File: config.mk
export PLATFORM = sky130hd
export DESIGN_NAME = rba_ram
export DESIGN_NICKNAME = d
export VERILOG_FILES = /design/src/design/assert_macros.svh /design/src/design/rba_ram.sv
export SDC_FILE = /design/constraint.sdc
export NUM_CORES = 2
export LEC_CHECK = 0
export BUFFER_PORTS_ARGS = -buffer_cell sky130_fd_sc_hd__buf_2
export CAP_MARGIN = 25
export CORE_UTILIZATION = 45
export DETAILED_ROUTE_END_ITERATION = 7
export GPL_ROUTABILITY_DRIVEN = 0
export MAX_ROUTING_LAYER = met4
export PLACE_DENSITY_LB_ADDON = 0.1
export SETUP_SLACK_MARGIN = 0.4
export SYNTH_ARGS = -nofsm -noshare
export SYNTH_HDL_FRONTEND = slang
export SYNTH_SLANG_ARGS = --single-unit
File: constraint.sdc
create_clock -name clk_i -period 3.2 [get_ports clk_i]
set_input_delay 0.16 -clock clk_i [delete_from_list [all_inputs] [get_ports clk_i]]
set_output_delay 0.16 -clock clk_i [all_outputs]
set_load 0.01 [all_outputs]
File: src/design/assert_macros.svh
// Assertion macros shared by the allocator RTL.
`ifndef ASSERT_MACROS_SVH
`define ASSERT_MACROS_SVH

// Check cons in the same cycle as ante.
`define RBA_ASSERT_SAME(lbl, clk, rst_n, ante, cons, msg) \
  lbl: assert property (@(posedge clk) disable iff (!rst_n) (ante) |-> (cons)) \
    else $error(msg);

// Check cons in the cycle after ante.
`define RBA_ASSERT_NEXT(lbl, clk, rst_n, ante, cons, msg) \
  lbl: assert property (@(posedge clk) disable iff (!rst_n) (ante) |=> (cons)) \
    else $error(msg);

`endif

File: src/design/rba_ram.sv
// Simple dual-port synchronous RAM with registered read data.
module rba_ram #(
  parameter int Depth = 256,
  parameter int Width = 16,
  parameter int AddrW = 8
) (
  input  logic             clk_i,
  input  logic             we_i,
  input  logic [AddrW-1:0] waddr_i,
  input  logic [Width-1:0] wdata_i,
  input  logic [AddrW-1:0] raddr_i,
  output logic [Width-1:0] rdata_o
);

  logic [Width-1:0] mem_q [Depth];

  always_ff @(posedge clk_i) begin
    if (we_i) begin
      mem_q[waddr_i] <= wdata_i;
    end
    rdata_o <= mem_q[raddr_i];
  end

endmodule

==> results.tsv <==
stage	metric	value	unit
power	ir_worst_vdd	0.000495	V
clock_tree	clock_sink_count	4112	
sta	grt_setup_unrepaired	no	
global_route	grt_pass1_wl	632000	um
floorplan	die_x	596	um
logic_synthesis	synth_area_leader_cell	edfxtp_1	
logic_synthesis	synth_top_area_share	77.5	%
power	powerDensity	622	nW/um2
hold_path	hold_class	in2reg	
sta	finalMaxSlewViolations	0	
sta	finalSetupTns	0	ns
setup_path	critPathKind	reg2reg	
drt	ant_nets	0	
drt	drc	0	
global_route	antenna_found_initial	30	
sta	tightest_slew	1.34	ns
finish	syn_to_final_growth	16.1	%
logic_synthesis	syn_area_per_cell	21.6	um2
sta	finClkSkew	0.0555	ns
run	drv_cap	0	
floorplan	core_area	350000	um2
sta	finalCritPeriodShare	87.5	%
logic_synthesis	synth.most_common_cell	edfxtp_1	
drt	drt_first_pass_iters	6	
logic_synthesis	synth.net_count	7394	
logic_synthesis	yosysWarnings	0	
sta	setup_violations	0	
clock_tree	clk_pin_slew	0.06	ns
global_route	grt_use_met2	39.7	%
clock_tree	cts_max_path_buffers	4	
clock_tree	tritoncts	built	
drt	num_vias	80400	
clock_tree	cts_root_buffer	clkbuf_16	
sta	finalHoldViolCount	0	
logic_synthesis	synth_common_cells	edfxtp_1, mux4_2, mux2i_1	
logic_synthesis	synthFlopType	edfxtp_1	
clock_tree	cts_max_level	5	
global_route	overflow	0	
finish	drive_gt1_share	29.2	%
global_route	grtUsageMet1	37.4	%
global_route	use_met3	3.79	%
placement	dpl_worst_slack	-0.372	ns
placement	portBuffers	49	
placement	dp_hpwl	281000	um
finish	final_area	184000	um2
logic_synthesis	yosys_register_bits	4112	
clock_tree	clock_latency	0.98	ns
sta	relSlewSlack	11.0	%
setup_path	crit_required	4.05	ns
status	status	complete, no violations	
logic_synthesis	async_flop_share	0	%
global_route	grt.total_usage	26.1	%
logic_synthesis	synth-edff-count	4096	
global_route	grt_max_degree	114	
sta	fmax	0.357	GHz
clock_tree	post_cts_buffers	0	
drt	drt_iter0_markers	10200	
setup_path	end_kind	flip-flop	
logic_synthesis	synth_area	159000	um2
logic_synthesis	synth_cell_types	52	
drt	wire_per_inst	34.2	um
setup_path	arrival	3.65	ns
floorplan	row_count	217	
sta	fin_ws	0.400	ns
drt	avgViaCountPerCell	6.08	
floorplan	die_area	355000	um2
clock_tree	cts_buffers	432	
setup_path	critPathLaunchType	flip-flop	
logic_synthesis	synthCells	7360	
floorplan	io_pins	50	
setup_path	crit_path_max_fanout	1	
finish	num-nets-final	8265	
floorplan	fp.dieH	596	um
placement	dpl_cell_area	170000	um2
logic_synthesis	yosysSeqAreaShare	77.7	%
floorplan	start_util	45.3	%
global_route	grt_pass1_vias	79500	
drt	routed_wl	452000	um
logic_synthesis	synth.area.top_cells	edfxtp_1, mux4_2, mux2i_1, o221ai_1, nor2_1	
power	p_leak	0.0593	uW
global_route	top_usage_layer	met2	
sta	fin_crit	2.80	ns
layout by cell type, fill, tap and decap left out, drive strengths merged, types with 92 or more instances in the layout:
| cell | synthesis | final |
|---|---|---|
| a21oi | 175 | 175 |
| buf | 222 | 864 |
| clkbuf | 230 | 541 |
| clkinv | 0 | 196 |
| edfxtp | 4096 | 4096 |
| mux2i | 565 | 565 |
| mux4 | 797 | 797 |
| nor2 | 304 | 304 |
| nor3 | 92 | 92 |
| o221ai | 253 | 253 |
| o22ai | 148 | 148 |
power breakdown:
part           total, uW  internal, uW  switching [uW]
clock network      48900         28200           20700
logic               6220          2240            3980
registers          59500         59400             104
total             115000         89800           24800
registers in the layout, indices dropped and copies added, names as in the netlist:
register	flops
mem_q	4096
rdata_o	16
layout make-up:
cell class,count,area (um2)
Fill cell,27300,166000
Sequential cell,4112,123000
Multi-Input combinational cell,2792,33100
Clock buffer,539,11400
Timing Repair Buffer,889,8350
Tap cell,4599,5750
Clock inverter,256,2250
Antenna cell,21,52.6
Inverter,4,27.5
critical path, cell delays in order, from the launching register on:
cell      delay [ns]
edfxtp_1        0.36
mux4_2          0.47
mux2_2          0.30
a22oi_1         0.48
nand2_1         0.28
o32ai_1         0.43
buf_4           0.26
nor4_1          0.07
cells by family (layout without fill, tap and decap cells):
group,Yosys count,count (layout),synth area share [%]
AOI/OAI and AO/OA,786,786,3.54
buffers and inverters,456,1688,1.69
DFF,4112,4112,77.7
muxes,1450,1450,15.5
other,0,21,0
and+or+nand+nor,556,556,1.57
metrics by stage:
stage          util [%]  cells  hold slack (ns)  total power (uW)
5_1_grt            52.6  13200           0.0626            118000
2_1_floorplan         -   7360            0.259             63500
3_3_place_gp       48.6  12400            0.568             66800
6_report           52.6  13200           0.0903            115000
4_1_cts            52.6  13200           0.0107            115000
3_5_place_dp       48.6  12400            0.575             66900
path summary, 6_finish.rpt:
kind	startpoint	to	slack [ns]	depth (start not counted)
worst min-delay path	waddr_i[4]	mem_q[251][4]$_DFFE_PP_	0.09	4
worst max-delay path	mem_q[3][9]$_DFFE_PP_	rdata_o[9]$_DFF_P_	0.40	7
worst max register to register	mem_q[3][9]$_DFFE_PP_	rdata_o[9]$_DFF_P_	0.40	7
worst min register to register	mem_q[216][14]$_DFFE_PP_	rdata_o[14]$_DFF_P_	1.10	6
layer usage:
layer  vias up  share of wire, %
li1      33100                 -
met1     43600                43
met2      3066                47
met3       601               7.0
met4         0               2.4
met5         -                 0
timing repair:
item                                    4_1_cts  5_1_grt
resized for setup                             1        0
endpoints found under the setup margin        1        0
endpoints found under the hold margin      2159        0
hold buffers                                 23        0
No activity file was read; power rests on OpenSTA's default activity.
