[config.mk]
export PLATFORM = sky130hd
export DESIGN_NAME = rba_find
export DESIGN_NICKNAME = d
export VERILOG_FILES = /design/src/design/assert_macros.svh /design/src/design/rba_pkg.sv /design/src/design/rba_find.sv
export SDC_FILE = /design/constraint.sdc
export NUM_CORES = 1
export LEC_CHECK = 0
export BUFFER_PORTS_ARGS = -buffer_cell sky130_fd_sc_hd__buf_4
export CELL_PAD_IN_SITES_DETAIL_PLACEMENT = 0
export CELL_PAD_IN_SITES_GLOBAL_PLACEMENT = 1
export CORE_MARGIN = 2
export CORE_UTILIZATION = 30
export DETAILED_ROUTE_END_ITERATION = 16
export PLACE_DENSITY_LB_ADDON = 0.1
export SLEW_MARGIN = 20
export SYNTH_ARGS = -nofsm -noshare
export SYNTH_HDL_FRONTEND = slang
export SYNTH_SLANG_ARGS = --single-unit
[constraint.sdc]
create_clock -name vclk -period 5.28
set_clock_uncertainty 0.05 [all_clocks]
set_input_delay 1.056 -clock vclk [all_inputs]
set_output_delay 1.056 -clock vclk [all_outputs]
set_load 0.02 [all_outputs]
[src/design/assert_macros.svh]
// Assertion macros shared by the allocator RTL.
`ifndef ASSERT_MACROS_SVH
`define ASSERT_MACROS_SVH

// Check cons in the same cycle as ante.
`define RBA_ASSERT_SAME(lbl, clk, rst_n, ante, cons, msg) \
  lbl: assert property (@(posedge clk) disable iff (!rst_n) (ante) |-> (cons)) \
    else $error(msg);

// Check cons in the cycle after ante.
`define RBA_ASSERT_NEXT(lbl, clk, rst_n, ante, cons, msg) \
  lbl: assert property (@(posedge clk) disable iff (!rst_n) (ante) |=> (cons)) \
    else $error(msg);

`endif

[src/design/rba_pkg.sv]
// Shared types and constants of the reference-counted block allocator.
package rba_pkg;

  localparam int WORD_BITS = 64;
  localparam int BIT_W     = 6;
  localparam logic [WORD_BITS-1:0] FULL_WORD = 64'hFFFF_FFFF_FFFF_FFFF;
  localparam logic [BIT_W-1:0]     BIT_SEL   = 6'h3F;

  localparam int CMD_W    = 2;
  localparam int HANDLE_W = 8;
  localparam int IDX_W    = 8;
  localparam int REFS_W   = 16;
  localparam int TOTAL_W  = 9;
  localparam int TALLY_W  = 32;

  typedef enum logic [CMD_W-1:0] {
    CMD_ALLOC  = 2'd0,
    CMD_ADDREF = 2'd1,
    CMD_FREE   = 2'd2,
    CMD_NOP    = 2'd3
  } cmd_e;

  typedef struct packed {
    logic                granted;
    logic [IDX_W-1:0]    block_index;
    logic [REFS_W-1:0]   ref_count;
    logic [TOTAL_W-1:0]  in_use_total;
    logic [TALLY_W-1:0]  alloc_tally;
    logic [TALLY_W-1:0]  free_tally;
    logic [IDX_W-1:0]    hint_index;
  } res_t;

endpackage

[src/design/rba_find.sv]
// First-free-bit finder over one 64-bit bitmap word, byte then bit.
module rba_find (
  input  logic [rba_pkg::WORD_BITS-1:0] word_i,
  output logic                          found_o,
  output logic [rba_pkg::BIT_W-1:0]     bit_o
);

  logic [7:0] byte_free;
  logic [2:0] byte_sel;
  logic [7:0] sel_byte;
  logic [2:0] bit_sel;

  always_comb begin
    for (int j = 0; j < 8; j++) begin
      byte_free[j] = ~&word_i[j*8 +: 8];
    end
  end

  always_comb begin
    byte_sel = '0;
    for (int j = 7; j >= 0; j--) begin
      if (byte_free[j]) begin
        byte_sel = 3'(j);
      end
    end
  end

  assign sel_byte = word_i[byte_sel*8 +: 8];

  always_comb begin
    bit_sel = '0;
    for (int j = 7; j >= 0; j--) begin
      if (!sel_byte[j]) begin
        bit_sel = 3'(j);
      end
    end
  end

  assign found_o = (word_i != rba_pkg::FULL_WORD);
  assign bit_o   = {byte_sel, bit_sel};

endmodule

==> impl_summary.txt <==
----------------------------------------------------
[Outcome]
  Outcome ... complete, no violations

[Timing]
  Peak Freq ... 201 MHz
  Setup TNS Final ... 0 ps
  Final-report hold violation count ... 0
  Tcrit/Tclk final ... 94.0%
  Final Max Tran Viols ... 0
  Setup repair after global routing missed its margin ... false
  Minimum clock period ... 4960 ps
  Worst slew margin relative to its limit ... 61.0%
  Worst Max-Slew Pin Slew ... 583 ps
  Final setup viols ... 0

[Yosys]
  Fraction of the mapped netlist area in compound gates ... 36.0%
  Post-synth top area cell ... sky130_fd_sc_hd__mux2i_1
  Largest family of logic cells by synthesized area ... simple AND/OR/NAND/NOR gates
  Simple-gate portion of the synthesized area ... 39.2%
  Adder-cell area share of the yosys netlist ... 0%
  Net Count, Synth ... 186
  Synth unique cells ... 47
  Sequential fraction of the synthesis area ... 0%
  Mux cell area share after synthesis ... 19.3%
  Fraction of synthesized cell area in xor and xnor cells ... 0%
  Count of yosys warnings during synthesis ... 0
  Cells taking the most area after synthesis ... sky130_fd_sc_hd__mux2i_1, sky130_fd_sc_hd__nand4_1, sky130_fd_sc_hd__mux4_2
  Post-synthesis cell area ... 928 um2
  Yosys top cell area share ... 10.8%
  Cells after synthesis ... 122
  Post-synthesis area per instance ... 7.61 um2

[Power]
  Leakage power total ... 0.682 nW
  Worst-case vdd ir drop ... 0.0000270 V
  P per Cell Area ... 49.0 nW/um2

[Critical path]
  Kind of critical path ... in2out
  Critical path required time ... 4170 ps
  Nature of the critical path endpoint ... output port
  Data arrival time of the critical path ... 3860 ps
  Kind of start point of the critical path ... primary input
  CP max FO ... 19

[Flow run]
  Maximum capacitance violations ... 0

[Floorplanning]
  Die Wd ... 59.6 um
  Ports ... 71
  Vert. Die Dim ... 59.6 um
  Die Footprint ... 3560 um2
  Initial Util ... 30.9%
  Total core area ... 3000 um2
  Core Rows ... 20

[Routing]
  Vias/cell ... 5.94
  Wire length reported by the detailed router ... 3.77 mm
  Via total after detailed routing ... 1331
  Post-detailed-route count of antenna-violating nets ... 0
  Count of unresolved DRC violations after routing ... 0
  Violation count after the first detailed-route iteration ... 46
  Average wire per standard cell ... 16.8 um
  Detailed Routing Iterations Pass 1 ... 4

[GRT]
  Pin count of the biggest net entering global routing ... 20
  Vias in the first global route ... 1253
  Grt total ovfl ... 0
  Global-route wire length before repair ... 5.98 mm
  Global routing usage summed across all routing layers ... 21.9%
  Antenna violations before repair ... 0

[Layout]
  Layout area overhead ... 60.4%
  Storage element area ... 0 um2
  Final Core Density ... 49.6%
  Number of antenna cells inserted ... 0
  Share of post-route cells with drive strength above 1 ... 46.6%
  Clock buffer cells ... 0
  Number of flip-flops and latches ... 0
  Nets ... 257

[Clock tree]
  Count of hold-fix buffers inserted at cts ... 0
  Post-CTS Resized ... 0
  Post-CTS Setup Bufs ... 0

[Placement]
  RD Place Congestion ... 0.841
  Number of I/O port buffers ... 71
  Post-DP HPWL ... 3.38 mm

[Worst hold path]
  Class of the most critical hold timing path ... in2out

----------------------------------------------------
==> cell usage after synthesis, types with 3 or more instances <==
library cell	number
sky130_fd_sc_hd__a211oi_1	6
sky130_fd_sc_hd__nand4_1	15
sky130_fd_sc_hd__nor2_1	12
sky130_fd_sc_hd__nand3_1	4
sky130_fd_sc_hd__o21ai_0	9
sky130_fd_sc_hd__o211a_1	4
sky130_fd_sc_hd__mux2i_1	10
sky130_fd_sc_hd__mux4_2	3
sky130_fd_sc_hd__a21oi_1	5
==> per-layer routing <==
layer	routed length [um]	vias to the layer above	track usage (%)
li1	-	658	-
met3	205	0	0.873
met1	1690	621	30.9
met4	0	0	0.635
met2	1870	52	38.8
met5	0	-	0
==> layout make-up <==
class | count | area [um2]
fillers | 323 | 1510
repair buffers | 74 | 556
well taps | 33 | 41.3
multi-input cells | 113 | 877
inverters | 4 | 15.0
==> worst paths after layout <==
path / startpoint / end / slack [ps] / cells past startpoint
max: word_i[63] / bit_o[0] / 320 / 10
min: word_i[5] / bit_o[1] / 2620 / 6
==> per-stage QoR <==
step | total power [mW] | setup slack [ps] | cell area, um2 | hold slack [ps] | instances
2_1_floorplan | 0.0219 | 722 | 928 | 2400 | 122
3_3_place_gp | 0.0724 | 372 | 1490 | 2630 | 224
3_5_place_dp | 0.0728 | 327 | 1490 | 2610 | 224
4_1_cts | 0.0729 | 320 | 1490 | 2620 | 224
5_1_grt | 0.0787 | 57.6 | 1490 | 2650 | 224
6_report | 0.0730 | 316 | 1490 | 2620 | 224
==> cell usage in the layout, fill, tap and decap left out, types with 3 or more instances in the layout <==
cell                       synthesis  routed
sky130_fd_sc_hd__buf_4             2      74
sky130_fd_sc_hd__nand4_1          15      15
sky130_fd_sc_hd__nor2_1           12      12
sky130_fd_sc_hd__mux2i_1          10      10
sky130_fd_sc_hd__o21ai_0           9       9
sky130_fd_sc_hd__a211oi_1          6       6
sky130_fd_sc_hd__a21oi_1           5       5
sky130_fd_sc_hd__o211a_1           4       4
sky130_fd_sc_hd__nand3_1           4       4
sky130_fd_sc_hd__mux4_2            3       3
==> worst max-delay path, cell delays in order <==
cell,delay [ps]
sky130_fd_sc_hd__buf_4,90
sky130_fd_sc_hd__nand4_1,120
sky130_fd_sc_hd__or4_4,590
sky130_fd_sc_hd__o211ai_4,530
sky130_fd_sc_hd__o21ai_0,220
sky130_fd_sc_hd__mux2_1,350
sky130_fd_sc_hd__a221oi_2,340
sky130_fd_sc_hd__a21boi_1,230
sky130_fd_sc_hd__o221ai_1,140
sky130_fd_sc_hd__buf_4,180
==> power by group <==
part | internal, mW | switching (mW)
logic | 0.0434 | 0.0296
clock network | 0 | 0
registers | 0 | 0
==> cell families after synthesis <==
group           after synthesis
compound gates               44
buf+inv                       9
mux                          14
simple gates                 55
(Power assumes the default switching activity.)
