## src/design/assert_macros.svh

```systemverilog
// Assertion macros shared by the allocator RTL.
`ifndef ASSERT_MACROS_SVH
`define ASSERT_MACROS_SVH

// Check cons in the same cycle as ante.
`define RBA_ASSERT_SAME(lbl, clk, rst_n, ante, cons, msg) \
  lbl: assert property (@(posedge clk) disable iff (!rst_n) (ante) |-> (cons)) \
    else $error(msg);

// Check cons in the cycle after ante.
`define RBA_ASSERT_NEXT(lbl, clk, rst_n, ante, cons, msg) \
  lbl: assert property (@(posedge clk) disable iff (!rst_n) (ante) |=> (cons)) \
    else $error(msg);

`endif

```

## src/design/rba_pkg.sv

```systemverilog
// Shared types and constants of the reference-counted block allocator.
package rba_pkg;

  localparam int WORD_BITS = 64;
  localparam int BIT_W     = 6;
  localparam logic [WORD_BITS-1:0] FULL_WORD = 64'hFFFF_FFFF_FFFF_FFFF;
  localparam logic [BIT_W-1:0]     BIT_SEL   = 6'h3F;

  localparam int CMD_W    = 2;
  localparam int HANDLE_W = 8;
  localparam int IDX_W    = 8;
  localparam int REFS_W   = 16;
  localparam int TOTAL_W  = 9;
  localparam int TALLY_W  = 32;

  typedef enum logic [CMD_W-1:0] {
    CMD_ALLOC  = 2'd0,
    CMD_ADDREF = 2'd1,
    CMD_FREE   = 2'd2,
    CMD_NOP    = 2'd3
  } cmd_e;

  typedef struct packed {
    logic                granted;
    logic [IDX_W-1:0]    block_index;
    logic [REFS_W-1:0]   ref_count;
    logic [TOTAL_W-1:0]  in_use_total;
    logic [TALLY_W-1:0]  alloc_tally;
    logic [TALLY_W-1:0]  free_tally;
    logic [IDX_W-1:0]    hint_index;
  } res_t;

endpackage

```

## src/design/rba_bitmap.sv

```systemverilog
// Used-block bitmap memory with per-word valid flags that read as zero after reset.
module rba_bitmap #(
  parameter int NumWords = 4,
  parameter int AddrW    = 2
) (
  input  logic                            clk_i,
  input  logic                            rst_ni,
  input  logic                            we_i,
  input  logic [AddrW-1:0]                waddr_i,
  input  logic [rba_pkg::WORD_BITS-1:0]   wdata_i,
  input  logic [AddrW-1:0]                raddr_i,
  output logic [rba_pkg::WORD_BITS-1:0]   rdata_o
);

  logic [rba_pkg::WORD_BITS-1:0] mem_q [NumWords];
  logic [NumWords-1:0]           word_vld_q;
  logic [rba_pkg::WORD_BITS-1:0] rdata_q;
  logic                          rvld_q;

  always_ff @(posedge clk_i or negedge rst_ni) begin
    if (!rst_ni) begin
      word_vld_q <= '0;
    end else if (we_i) begin
      word_vld_q[waddr_i] <= 1'b1;
    end
  end

  always_ff @(posedge clk_i) begin
    if (we_i) begin
      mem_q[waddr_i] <= wdata_i;
    end
    rdata_q <= mem_q[raddr_i];
    rvld_q  <= word_vld_q[raddr_i];
  end

  assign rdata_o = rvld_q ? rdata_q : '0;

endmodule

```

## config.mk

```make
export PLATFORM = sky130hd
export DESIGN_NAME = rba_bitmap
export DESIGN_NICKNAME = d
export VERILOG_FILES = /design/src/design/assert_macros.svh /design/src/design/rba_pkg.sv /design/src/design/rba_bitmap.sv
export SDC_FILE = /design/constraint.sdc
export NUM_CORES = 1
export LEC_CHECK = 0
export ABC_AREA = 1
export BUFFER_PORTS_ARGS = -buffer_cell sky130_fd_sc_hd__buf_2
export CORE_MARGIN = 4
export CORE_UTILIZATION = 30
export CTS_BUF_LIST = sky130_fd_sc_hd__clkbuf_4 sky130_fd_sc_hd__clkbuf_8
export CTS_CLUSTER_DIAMETER = 40
export DETAILED_ROUTE_END_ITERATION = 8
export RECOVER_POWER = 50
export SLEW_MARGIN = 20
export SYNTH_ARGS = -nofsm -noshare
export SYNTH_HDL_FRONTEND = slang
export SYNTH_SLANG_ARGS = --single-unit
```

## constraint.sdc

```tcl
create_clock -name clk_i -period 0.8 [get_ports clk_i]
set_input_delay 0.04 -clock clk_i [delete_from_list [all_inputs] [get_ports clk_i]]
set_output_delay 0.04 -clock clk_i [all_outputs]
set_load 0.02 [all_outputs]
```

==> results.yml, run 1 <==
status:
  status: "finished, violations left"
  violations: "hold timing, setup timing"
hold_path:
  hold_end: "word_vld_q[2]"
  worstHoldPathType: "in -> reg"
  hp-start: "waddr_i[1]"
  hold_depth: 4
worst_setup_path:
  r2r-end: "rdata_q[39]"
  slowest_delay_ns: 0.42
  crit_family: "buffers and inverters"
  critPathLaunchType: "register"
  r2r_slack_ns: 0.03
  reg2reg_from: "mem_q[3][39]"
  cp-end-kind: "output pin"
  cp_max_fo: 7
  crit_arrival_ns: 1.55
  timing_worst_setup_path_type: "reg -> out"
  crit_path_top_delay_cell: "dfxtp_4"
  r2r_cells: 4
  crit_required_ns: 0.76
  path_cells: "buf_12, clkbuf_16, nand2_1, inv_2, buf_6"
  crit_buf_inv: 4
detailed_routing:
  wl_per_cell_um: 14.5
  drt_drc_violations_left: 0
  wl_um: 30200
  vias_per_cell: 4.16
  first_iter_violations: 377
  vias: 8655
  drt-pass1-iter-count: 6
  ant_nets: 0
placed_design:
  port-buffer-count: 134
  gp_congestion: 0.731
  hpwl_um: 19000
  dpl-instance-area_um2: 14600
cts:
  clkTransAtPathRegs_ns: 0.06
  clk_latency_ns: 0.60
  htreeDepth: 2
  cts-root-buf: "clkbuf_8"
  cts_num_sinks: 325
  cts_tree: "built"
  clk_path_buf_depth: 3
  numCtsBuffers: 54
power:
  p_int_mw: 29.1
  peakVddDrop_mv: 1.50
  p_per_area_nw_per_um2: 2250
  finalPower_mw: 38.4
  swShare_pct: 24.1
  leakage_nw: 7.90
  clkPwrFrac_pct: 38.2
  share_comb_of_total_power_pct: 10.9
  p_sw_mw: 9.25
  power.share.sequential_pct: 50.9
finish:
  multi_input_area_um2: 2470
  drive_above_1_share_pct: 22.0
  fill_cells: 4049
  utilization_pct: 40.6
  regArea_um2: 9090
  area_delta_synth_final_pct: 33.3
  fin_nets: 1567
  fin_area_um2: 17100
logic_synthesis:
  synth_seq_cells: 325
  yosysSeqAreaShare_pct: 71.0
  synth-simple-area-share_pct: 16.7
  synth-xor-area-share_pct: 0
  synth_fp_nets: 1303
  synth.mux.area_fraction_pct: 0
  synth_compound_area_share_pct: 0.156
  synth.top_cell.area_share_pct: 60.1
  synth_area_leader_cell: "edfxtp_1"
  synth.area.top_cells: "edfxtp_1 (60%), nand2_1 (11%), dfxtp_1 (10%)"
  syn-mean-instance-area_um2: 10.4
  synth_cell_types: 12
  synthAdderAreaFrac_pct: 0
  ys.warnings.count: 0
  synth_cells: 1232
  synth_top_family_by_area: "simple AND/OR/NAND/NOR gates"
  netlist_area_um2: 12800
grt:
  antenna_found_initial: 4
  grt_max_degree: 41
  overflow: 0
  grt_pass1_vias: 8803
  grt_pass1_wl_um: 46900
  grt_use_total_pct: 12.8
timing:
  report.final.slew_viol_count: 0
  skew_ns: 0.0376
  rsz0062_at_grt: "yes"
  timing.hold.ws_ns: -0.0931
  post-route-min-period_ns: 1.59
  worst_slack_ns: -0.787
  tightest_slew_ns: 0.691
  setup_viol: 64
  hold_viol_final: 2
  slew_headroom_pct: 53.8
  timing.final.crit_share_pct: 198
  clock.fmax_ghz: 0.630
die:
  core-area_um2: 42000
  ios: 135
  die_h_um: 215
  die-area_um2: 46000
  rows: 75
  chipWidth_um: 215
  start_util_pct: 30.4
flow_run:
  cap_violations: 0
==> kinds of logic after synthesis <==
group,after synthesis
and+or+nand+nor,525
DFF,325
AOI/OAI and AO/OA,4
buffers and inverters,378
==> metrics by stage <==
| step | hold WS (ns) | instances | TNS (ns) | worst slack (ns) |
|---|---|---|---|---|
| 5_1_grt | -0.0813 | 2082 | -51.86 | -0.852 |
| 2_1_floorplan | -0.256 | 1232 | -174.98 | -0.706 |
| 6_report | -0.0931 | 2082 | -46.33 | -0.787 |
| 3_3_place_gp | -0.150 | 1897 | -108.34 | -0.428 |
| 4_1_cts | -0.00418 | 2078 | -75.67 | -0.820 |
| 3_5_place_dp | -0.145 | 1897 | -110.71 | -0.425 |
==> worst max path at each step <==
| stage | startpoint | end | cells past startpoint |
|---|---|---|---|
| after floorplan | waddr_i[0] | mem_q[2][0] | 3 |
| after global placement | waddr_i[0] | mem_q[3][51] | 4 |
| after detailed placement | waddr_i[0] | mem_q[3][37] | 4 |
| after CTS | rvld_q | rdata_o[7] | 5 |
| after global routing | rvld_q | rdata_o[15] | 5 |
| final | rvld_q | rdata_o[11] | 5 |
==> timing repair <==
action	4_1_cts	5_1_grt
pin swaps	0	18
gates cloned	3	2
gates resized for setup	131	72
setup buffers	2	2
hold buffers	74	1
endpoints found under the hold margin	311	2
endpoints found under the setup margin	64	168
==> cell type report <==
cell class,count,area share [%]
Tap cell,539,3.95
Timing Repair Buffer,258,14.5
Clock buffer,83,5.93
Clock inverter,19,0.609
Inverter,328,7.23
Multi-Input combinational cell,529,14.5
Antenna cell,1,0.0147
Sequential cell,325,53.3
==> metal layers <==
layer  GRT usage (%)  wire length (um)
met1            16.6             13400
met2            21.5             14400
met3            3.09              1720
met4            3.50               632
met5               0                40
==> sequential cells by signal, indices dropped and copies added, names as in the netlist <==
register,cells
rdata_q,64
word_vld_q,4
rvld_q,1
mem_q,256
==> placed cells by master, fill, tap and decap left out, types with 28 or more instances in the layout <==
cell type      count
dlygate4sd3_1     71
clkbuf_1          63
buf_6             42
inv_1            267
nand3_1          112
clkbuf_8          63
edfxtp_1         256
buf_4             39
dfxtp_1           64
buf_12            28
nand2_1          349
inv_2             60
==> worst register-to-register path, stage by stage (launching register included) <==
cell      delay (ns)
edfxtp_1        0.37
inv_1           0.06
nand2_1         0.05
nand3_1         0.08
nand2_1         0.07
==> cells in the mapped netlist (all sizes together) <==
master  count
nand3     130
nand2     391
inv       328
edfxtp    256
dfrtp       4
clkbuf      2
buf        48
dfxtp      65
o21ai       4
nor2        4
==> power by group through the flow <==
| stage | sequential, mW | combinational [mW] | clock, mW |
|---|---|---|---|
| final | 19.5 | 4.19 | 14.6 |
| after global routing | 19.6 | 4.63 | 15.8 |
| after CTS | 19.5 | 4.17 | 15.1 |
| after detailed placement | 19.9 | 3.37 | 0 |
| after global placement | 19.8 | 3.30 | 0 |
| after floorplan | 19.8 | 1.99 | 0 |
Power figures use the tool's default switching activity.
==> run 2: changes to the inputs <==
--- a/config.mk
+++ b/config.mk
@@ -12,6 +12,7 @@
 export CTS_BUF_LIST = sky130_fd_sc_hd__clkbuf_4 sky130_fd_sc_hd__clkbuf_8
 export CTS_CLUSTER_DIAMETER = 40
 export DETAILED_ROUTE_END_ITERATION = 8
+export MAX_ROUTING_LAYER = met4
 export RECOVER_POWER = 50
 export SLEW_MARGIN = 20
 export SYNTH_ARGS = -nofsm -noshare
==> run 2 against run 1 <==
  * The run still ends with hold timing, setup timing left
  * Via count rose by 0.17%
  * Fmax hardly changed
  * Combinational power is essentially flat
  * Critical path depth unchanged
  * Total power barely moved
  * Sequential power about the same
  * Design area is essentially flat
  * Core utilization hardly changed
  * First-iteration DRC count shrank 18%
  * Highest routed layer is now met4
==> results.yml, run 2 (synthesized netlist as in run 1, its figures left out) <==
detailed_routing:
  first_iter_violations: 311
  wl_um: 30300
  vias: 8670
  ant_nets: 0
  vias_per_cell: 4.16
  drt-pass1-iter-count: 6
  wl_per_cell_um: 14.5
  drt_drc_violations_left: 0
hold_path:
  worstHoldPathType: "in -> reg"
worst_setup_path:
  critPathCapture: "rdata_o[11]"
  cp-end-kind: "output pin"
  cp_max_fo: 7
  r2r-end: "rdata_q[11]"
  timing_worst_setup_path_type: "reg -> out"
  reg2reg_from: "mem_q[3][11]"
  crit_arrival_ns: 1.55
  crit_required_ns: 0.76
  crit_start: "rvld_q"
  r2r_cells: 4
  critPathLaunchType: "register"
  r2r_slack_ns: 0.03
power:
  p_sw_mw: 9.25
  peakVddDrop_mv: 1.50
  power.share.sequential_pct: 50.9
  share_comb_of_total_power_pct: 10.9
  p_per_area_nw_per_um2: 2250
  p_int_mw: 29.1
  swShare_pct: 24.1
  clkPwrFrac_pct: 38.1
  leakage_nw: 7.90
  finalPower_mw: 38.4
timing:
  clock.fmax_ghz: 0.630
  timing.final.crit_share_pct: 198
  report.final.slew_viol_count: 0
  slew_headroom_pct: 54.9
  rsz0062_at_grt: "yes"
  setup_viol: 64
  tns_ns: -46.14
  hold_viol_final: 2
  skew_ns: 0.0372
  tightest_slew_ns: 0.675
  post-route-min-period_ns: 1.59
  timing.hold.ws_ns: -0.0888
  worst_slack_ns: -0.786
cts:
  cts-root-buf: "clkbuf_8"
  cts_num_sinks: 325
  clk_path_buf_depth: 3
  clk_latency_ns: 0.60
  cts_tree: "built"
  htreeDepth: 2
  clkTransAtPathRegs_ns: 0.06
  numCtsBuffers: 54
finish:
  largest_register: "mem_q"
  final_common_cell: "nand2_1"
  regArea_um2: 9090
  fin_nets: 1567
  drive_above_1_share_pct: 22.0
  multi_input_area_um2: 2470
  fill_cells: 4050
  fin_area_um2: 17100
  top_regs: "mem_q x256, rdata_q x64, word_vld_q x4"
  utilization_pct: 40.6
  largest_reg_flops: 256
  area_delta_synth_final_pct: 33.4
  final_cell_mix: "nand2_1 (349), inv_1 (267), edfxtp_1 (256)"
  fin_cells: 2086
grt:
  grt_max_degree: 41
  grt_pass1_wl_um: 46900
  overflow: 0
  antenna_found_initial: 5
  grt_pass1_vias: 8805
  grt_use_total_pct: 13.2
status:
  violations: "hold timing, setup timing"
  status: "finished, violations left"
placed_design:
  place_ws_ns: -0.425
  gp_congestion: 0.740
  port-buffer-count: 134
  dpl-instance-area_um2: 14600
  dp_cells: 1897
  hpwl_um: 19000
die:
  die-area_um2: 46000
  rows: 75
  die_h_um: 215
  ios: 135
  chipWidth_um: 215
  core-area_um2: 42000
  start_util_pct: 30.4
flow_run:
  cap_violations: 0
-- run 2: final cells by class --
type	instances	area share, %
Sequential cell	325	53.3
Timing Repair Buffer	258	14.5
Multi-Input combinational cell	529	14.5
Inverter	328	7.23
Clock buffer	83	5.92
Tap cell	539	3.95
Clock inverter	19	0.608
Antenna cell	5	0.0733
-- run 2: how the worst min path moves through the flow --
stage | endpoint | slack, ns | from | cells after the start
finish | word_vld_q[2] | -0.09 | waddr_i[1] | 4
global route | word_vld_q[2] | -0.08 | waddr_i[1] | 4
CTS | mem_q[1][59] | -0.004 | waddr_i[1] | 4
detailed placement | word_vld_q[1] | -0.14 | rst_ni | 1
global placement | word_vld_q[1] | -0.15 | rst_ni | 1
floorplan | word_vld_q[0] | -0.26 | rst_ni | 0
-- run 2: power groups by stage --
stage	sequential, mW	clock, mW	combinational (mW)
after floorplan	19.8	0	1.99
after global placement	19.8	0	3.30
after detailed placement	19.9	0	3.37
after CTS	19.5	15.1	4.17
after global routing	19.6	15.8	4.62
final	19.5	14.6	4.19
-- run 2: critical path: stages (launching register included) --
cell and delay (ns):
dfxtp_4 0.42, buf_12 0.14, clkbuf_16 0.16, nand2_1 0.07, inv_2 0.05, buf_6 0.10
-- run 2: repair_timing --
item                                   in CTS  in global routing
pin swaps                                   0                 18
gates cloned                                3                  2
resized for setup                         131                 72
hold buffers                               74                  1
setup buffers                               2                  2
endpoints found under the hold margin     311                  2
setup endpoints to repair                  64                168
-- run 2: layer usage --
metal / track usage [%] / vias to the layer above / wire, um
met1: 16.6 / 4089 / 13400
met4: 3.50 / 0 / 659
met2: 21.6 / 215 / 14500
met3: 3.05 / 61 / 1700
met5: - / - / 0
li1: - / 4305 / -
